$ cat config.mk
export PLATFORM = sky130hd
export DESIGN_NAME = fpt_ctrl
export DESIGN_NICKNAME = d
export VERILOG_FILES = /design/src/rtl/fpt_pkg.sv /design/src/rtl/fpt_ctrl.sv
export VERILOG_INCLUDE_DIRS = /design/src /design/src/rtl
export SDC_FILE = /design/constraint.sdc
export NUM_CORES = 1
export LEC_CHECK = 0
export BUFFER_PORTS_ARGS = -buffer_cell sky130_fd_sc_hd__buf_2
export CAP_MARGIN = 25
export CORE_MARGIN = 10
export CORE_UTILIZATION = 47
export CTS_BUF_LIST = sky130_fd_sc_hd__clkbuf_4 sky130_fd_sc_hd__clkbuf_8
export DETAILED_ROUTE_END_ITERATION = 6
export HOLD_SLACK_MARGIN = 0.02
export PLACE_DENSITY = 0.74
export SKIP_LAST_GASP = 1
export SYNTH_ARGS = -nofsm -noshare
export SYNTH_HDL_FRONTEND = slang
export SYNTH_SLANG_ARGS = --single-unit
$ cat constraint.sdc
create_clock -name clk -period 4.2 [get_ports clk]
set_input_delay 0.84 -clock clk [delete_from_list [all_inputs] [get_ports clk]]
set_output_delay 0.84 -clock clk [all_outputs]
set_load 0.005 [all_outputs]
$ cat src/rtl/assert_macros.svh
// assertion macros shared by the rtl modules
// no dependencies; include with the bare file name
`ifndef ASSERT_MACROS_SVH
`define ASSERT_MACROS_SVH

`ifndef ASSERT_OFF
// same-cycle implication, disabled while reset is asserted
`define ASSERT_IMPLY(label, clk, rst_n, ante, cons) \
    label: assert property (@(posedge clk) disable iff (!rst_n) (ante) |-> (cons)) \
        else $error("assertion failed: implication");
// next-cycle implication, disabled while reset is asserted
`define ASSERT_NEXT(label, clk, rst_n, ante, cons) \
    label: assert property (@(posedge clk) disable iff (!rst_n) (ante) |=> (cons)) \
        else $error("assertion failed: next-cycle implication");
`else
`define ASSERT_IMPLY(label, clk, rst_n, ante, cons)
`define ASSERT_NEXT(label, clk, rst_n, ante, cons)
`endif

`endif

$ cat src/rtl/fpt_pkg.sv
// shared types and constants for the feature phase table
// no dependencies
package fpt_pkg;

    localparam int MAX_FEATURES = 4096;
    localparam int FID_W        = $clog2(MAX_FEATURES);
    localparam int PHASE_BITS   = 15;
    localparam int CELL_W       = 16;
    localparam int FC_W         = 13;
    localparam int CNT_W        = 13;

    localparam logic [CNT_W-1:0] CNT_MAX   = {CNT_W{1'b1}};
    localparam logic [FC_W-1:0]  FC_RESET  = 13'd4096;
    localparam logic [FC_W-1:0]  FC_LIMIT  = FC_W'(MAX_FEATURES);
    localparam logic [FID_W-1:0] LAST_ADDR = FID_W'(MAX_FEATURES - 1);

    // request kinds
    localparam logic REQ_CELL = 1'b0;
    localparam logic REQ_READ = 1'b1;

    typedef enum logic [1:0] {
        ST_OK      = 2'd0,
        ST_NEG     = 2'd1,
        ST_RANGE   = 2'd2,
        ST_IGNORED = 2'd3
    } status_t;

    // one table entry as held in memory
    typedef struct packed {
        logic                  conflict;
        logic                  seen;
        logic [PHASE_BITS-1:0] phase;
    } entry_t;

    // controller to datapath commands
    typedef struct packed {
        logic             launch;
        logic             commit;
        logic             clear_wr;
        logic [FID_W-1:0] clear_addr;
    } fpt_cmd_t;

endpackage

$ cat src/rtl/fpt_ctrl.sv
// controller: clearing sweep after reset, transaction sequencing and
// output valid; uses fpt_pkg and assert_macros.svh
`include "assert_macros.svh"
module fpt_ctrl (
    input  logic              clk,
    input  logic              rst_n,
    input  logic              in_valid,
    output logic              in_stall,
    output logic              out_valid,
    input  logic              out_stall,
    output fpt_pkg::fpt_cmd_t cmd
);
    import fpt_pkg::*;

    typedef enum logic [1:0] {
        S_CLEAR,
        S_IDLE,
        S_EXEC
    } state_t;

    state_t           state_reg;
    logic [FID_W-1:0] clr_addr_reg;
    logic             out_valid_reg;
    logic             out_free;
    logic             accept;
    logic             exec_wait;

    // handshake decode
    always_comb
    begin
        in_stall       = (state_reg != S_IDLE);
        accept         = in_valid && !in_stall;
        out_free       = !out_valid_reg || !out_stall;
        exec_wait      = (state_reg == S_EXEC) && out_valid_reg;
        cmd.launch     = accept;
        cmd.commit     = (state_reg == S_EXEC) && out_free;
        cmd.clear_wr   = (state_reg == S_CLEAR);
        cmd.clear_addr = clr_addr_reg;
    end

    assign out_valid = out_valid_reg;

    // state and registered outputs
    always_ff @(posedge clk or negedge rst_n)
    begin
        if (!rst_n)
        begin
            state_reg     <= S_CLEAR;
            clr_addr_reg  <= '0;
            out_valid_reg <= 1'b0;
        end
        else
        begin
            if (out_valid_reg && !out_stall)
                out_valid_reg <= 1'b0;
            case (state_reg)
                S_CLEAR:
                begin
                    clr_addr_reg <= clr_addr_reg + 1'b1;
                    if (clr_addr_reg == LAST_ADDR)
                        state_reg <= S_IDLE;
                end
                S_IDLE:
                begin
                    if (accept)
                        state_reg <= S_EXEC;
                end
                S_EXEC:
                begin
                    if (out_free)
                    begin
                        out_valid_reg <= 1'b1;
                        state_reg     <= S_IDLE;
                    end
                end
                default:
                begin
                    state_reg <= S_IDLE;
                end
            endcase
        end
    end

    // checks
    `ASSERT_NEXT(a_accept_exec, clk, rst_n, accept, state_reg == S_EXEC)
    `ASSERT_NEXT(a_commit_valid, clk, rst_n, cmd.commit, out_valid_reg)
    `ASSERT_NEXT(a_blocked_hold, clk, rst_n, exec_wait && out_stall, exec_wait)
    `ASSERT_NEXT(a_clear_runs, clk, rst_n, cmd.clear_wr && (clr_addr_reg != LAST_ADDR), cmd.clear_wr)

endmodule

# Yosys cells after proc, flatten, opt, wreduce, memory -nomap -nowiden
# Cells that the tools add are included.
classes:
  n_addsub: 1
  n_mul: 0
  div: 0
  magnitude_cmp: 0
  eq_ne: 7
  shifts: 0
  mux: 7
  bitwise: 0
  reduce_logical: 9
ops:
  columns: ["cell", "n"]
  rows:
  - ["$add 12x1->12 const B", 1]
  - ["$eq 12x12->1 const B", 1]
  - ["$mux 2", 3]
  - ["$pmux 2 s3", 1]
  - ["$ne 2x1->1 const B", 2]
  - ["$ne 2x2->1 const B", 2]
  - ["$logic_and 1x1->1", 3]
  - ["$logic_not 1->1", 3]
  - ["$mux 1", 3]
  - ["$reduce_and 3->1", 1]
  - ["$eq 2x1->1 const B", 1]
  - ["$eq 2x2->1 const B", 1]
  - ["$logic_not 2->1", 1]
  - ["$logic_or 1x1->1", 1]
totals:
  register_bits: 15
  latch_bits: 0
  mem_bits_rw: 0
  romBits: 0
  input_bits: 4
  out_inout_bits: 17
  elab_cells: 27
  memories: 0

# Longest topological paths before layout
depth:
  word_depth: 5
  depth_mapped: 4
  ltp_nobuf: 4

# Least setup slack after synthesis
# No wires, ideal clock.
synth_timing:
  kind: "in2out"
  startpoint: "input port in_valid"
  endpoint: "output port cmd[14] in the netlist's numbering"
  arrival_ps: 1072
  required_ps: 3360
  setup_slack_ps: 2288
  stages: 3
  path_buffers: 1
  cell_sequence: "nand2_1 -> nor2_1 -> buf_4"
synth_via:
  elab_chain_cells: 1
synth_rtl:
  columns: ["item", "line_no", "rtl"]
  rows:
  - ["start: declaration", "fpt_ctrl.sv:7", "input logic in_valid,"]
  - ["$logic_and 1x1->1", "fpt_ctrl.sv:32", "accept = in_valid && !in_stall;"]
  - ["end: declaration", "fpt_ctrl.sv:11", "output fpt_pkg::fpt_cmd_t cmd"]
# No other way between the ends.

==> results.sh <==
export IMPL_setup_violations=0
export IMPL_power_density_mw_per_mm2=611.4
export IMPL_clockBufferDepth=2
export IMPL_wl_per_cell_um=13.55
export IMPL_largest_register_ffs=12
export IMPL_synthAdderAreaFrac=0.01855
export IMPL_antenna_diode_count=0
export IMPL_rsz0062_at_grt="false"
export IMPL_met1_usage=0.09836
export IMPL_clk_latency_ns=0.27
export IMPL_cts_buffers=3
export IMPL_dp_hpwl_um=1025
export IMPL_pwr_share_seq=0.495
export IMPL_crit_start="state_reg[1]"
export IMPL_use_met2=0.1258
export IMPL_ys_ff_latch=15
export IMPL_die_area_mm2=0.003350
export IMPL_r2r_end="clr_addr_reg[10]"
export IMPL_p_sw_frac=0.3618
export IMPL_cap_violations=0
export IMPL_synth_area_leaders="dfrtp_1 56%, xor2_1 7.8%, xnor2_1 6.5%, nand2_1 3.3%, nand4_1 2.8%"
export IMPL_grt_usage=0.08256
export IMPL_die_width_um=57.88
export IMPL_synth_fp_nets=64
export IMPL_layout_setup_ws_ns=2.132
export IMPL_power_leakage_nw=0.4235
export IMPL_fill_cells=122
export IMPL_routed_wl_um=1314
export IMPL_synth_edf_count=0
export IMPL_holdCritPathClass="in -> async"
export IMPL_synth_ff_type="dfrtp_1"
export IMPL_final_hold_viol_count=0
export IMPL_synthMuxAreaShare=0.01670
export IMPL_cts_tree="built"
export IMPL_yosysTopAreaCellShare=0.5566
export IMPL_cts_root_buf="clkbuf_4"
export IMPL_port_buffers=20
export IMPL_grtUsageMet3=0.03922
export IMPL_internal_power_mw=0.3183
export IMPL_postSynth_asyncResetShare=1.000
export IMPL_required_ns=3.36
export IMPL_yosysTopAreaCell="dfrtp_1"
export IMPL_ant_nets=0
export IMPL_tightestPinTransition_ns=0.7076
export IMPL_syn_area_um2=674.4
export IMPL_cts_repair_resized=0
export IMPL_pwr_share_clk=0.171
export IMPL_synth_top_family_by_area="simple AND/OR/NAND/NOR gates"
export IMPL_synthCells=59
export IMPL_ys_warn_count=0
export IMPL_ys_seq_area_frac=0.5566
export IMPL_clock_sink_count=15
export IMPL_yosysMostFrequentCell="dfrtp_1"
export IMPL_path_class="reg -> out"
export IMPL_grt_pass1_wl_um=2256
export IMPL_slew_headroom=0.5272
export IMPL_cts_setup_buffers=0
export IMPL_nNetsFinal=88
export IMPL_gr_total_overflow=0
export IMPL_rows=13
export IMPL_pre_cts_ws_ns=2.182
export IMPL_gp_congestion=0.7920
export IMPL_holdBufCountCts=0
export IMPL_grt_busiest_layer="met2"
export IMPL_start_util=0.5056
export IMPL_status="complete, no violations"
export IMPL_slew_violations=0
export IMPL_viasPerCell=5.247
export IMPL_synthXorXnorAreaFrac=0.1429
export IMPL_synth_common_cells="15 x dfrtp_1, 6 x nand2_1, 6 x xor2_1, 5 x xnor2_1"
export IMPL_post_route_period_util=0.4924
export IMPL_r2r_setup_slack_ns=2.49
export IMPL_area_growth_synth_to_final_pct=20.96
export IMPL_coreArea_mm2=0.001334
export IMPL_critPathCaptureType="output port"
export IMPL_grt_antenna_before_repair=0
export IMPL_layout_drive_gt1_share=0.3293
export IMPL_synth_distinct_cells=22
export IMPL_die_y_um=57.88
export IMPL_drc_errors=0
export IMPL_fmax_mhz=483.5
export IMPL_peakVddDrop_uv=352.7
export IMPL_ioPinCount=21
export IMPL_yosys_area_share_simple=0.2301
export IMPL_htreeDepth=1
export IMPL_start_kind="flop"
export IMPL_avgSynthCellArea_um2=11.43
export IMPL_crit_fanout=7
export IMPL_dr_first_iter_drc_count=9
export IMPL_num_vias=509
export IMPL_r2r_worst_path_cells=4
export IMPL_grt_max_degree=16
export IMPL_critPathArrivalTime_ns=1.23
export IMPL_clk_pin_slew_ns=0.08
export IMPL_rr_startpoint="clr_addr_reg[0]"
export IMPL_skew_ns=0.002093
export IMPL_synth_compound_area_frac=0.02412
export IMPL_combPwrFrac=0.334
export IMPL_grt_pass1_vias=480
export IMPL_setup_tns_final_ns=0
export IMPL_dr_pass1_iters=5
export IMPL_period_needed_ns=2.068
export IMPL_switching_power_mw=0.1805
-- power by group through the flow --
stage	logic (mW)	clock network [mW]	registers [mW]
6_report	0.167	0.0855	0.247
4_1_cts	0.172	0.0879	0.247
3_3_place_gp	0.168	0	0.247
2_1_floorplan	0.0985	0	0.244
5_1_grt	0.188	0.0947	0.260
3_5_place_dp	0.171	0	0.249
-- worst max-delay path by stage --
stage / slack (ns) / cells after the start / end
finish: 2.13 / 2 / cmd[12]
global route: 2.03 / 2 / cmd[12]
CTS: 2.11 / 2 / cmd[12]
detailed placement: 2.18 / 4 / cmd[14]
global placement: 2.19 / 3 / cmd[13]
floorplan: 2.29 / 3 / cmd[14]
-- layer usage --
layer / part of all wire / vias to the layer above
met5: 0 / -
met4: 0.0091 / 0
met3: 0.096 / 4
met2: 0.44 / 15
met1: 0.45 / 235
li1: - / 255
-- critical path: stages (launching register included) --
cell and delay (ns):
dfrtp_1 0.45, nor2_1 0.32, buf_2 0.18
-- cell families (layout without fill, tap and decap cells) --
group                    Yosys count  after routing
XOR/XNOR                          11             11
adder cells (fa/ha/maj)            1              1
AND/OR/NAND/NOR                   27             27
buffers and inverters              1             24
AO/OA/AOI/OAI                      3              3
flip-flops                        15             15
multiplexers                       1              1
-- cells in the final DEF, fill, tap and decap left out, types with 2 or more instances in the layout --
cell / count
dfrtp_1: 15
nand2_1: 6
nor3_1: 2
buf_2: 20
xnor2_1: 5
xor2_1: 6
nand3_1: 3
nand4_1: 3
clkbuf_4: 4
a21oi_1: 2
nand2b_1: 2
nor2_1: 3
-- cell type report --
cell class	instances	area [µm²]	area share
clock buffers	4	30.03	0.03681
multi-input cells	43	291.5	0.3574
flip-flops and latches	15	375.4	0.4601
well taps	15	18.77	0.02301
repair buffers	20	100.1	0.1227
-- through the flow --
stage / hold slack, ns / instances / cell area, µm² / util / total power [mW]
after floorplan: 0.4842 / 59 / 674.4 / - / 0.3424
after global placement: 0.4816 / 93 / 785.8 / 0.5891 / 0.4146
after detailed placement: 0.4801 / 93 / 785.8 / 0.5891 / 0.4205
after CTS: 0.4591 / 97 / 815.8 / 0.6116 / 0.5065
after global routing: 0.4664 / 97 / 815.8 / 0.6116 / 0.5421
final: 0.4521 / 97 / 815.8 / 0.6116 / 0.4988
Note: power is estimated with default switching activity, not from simulation.
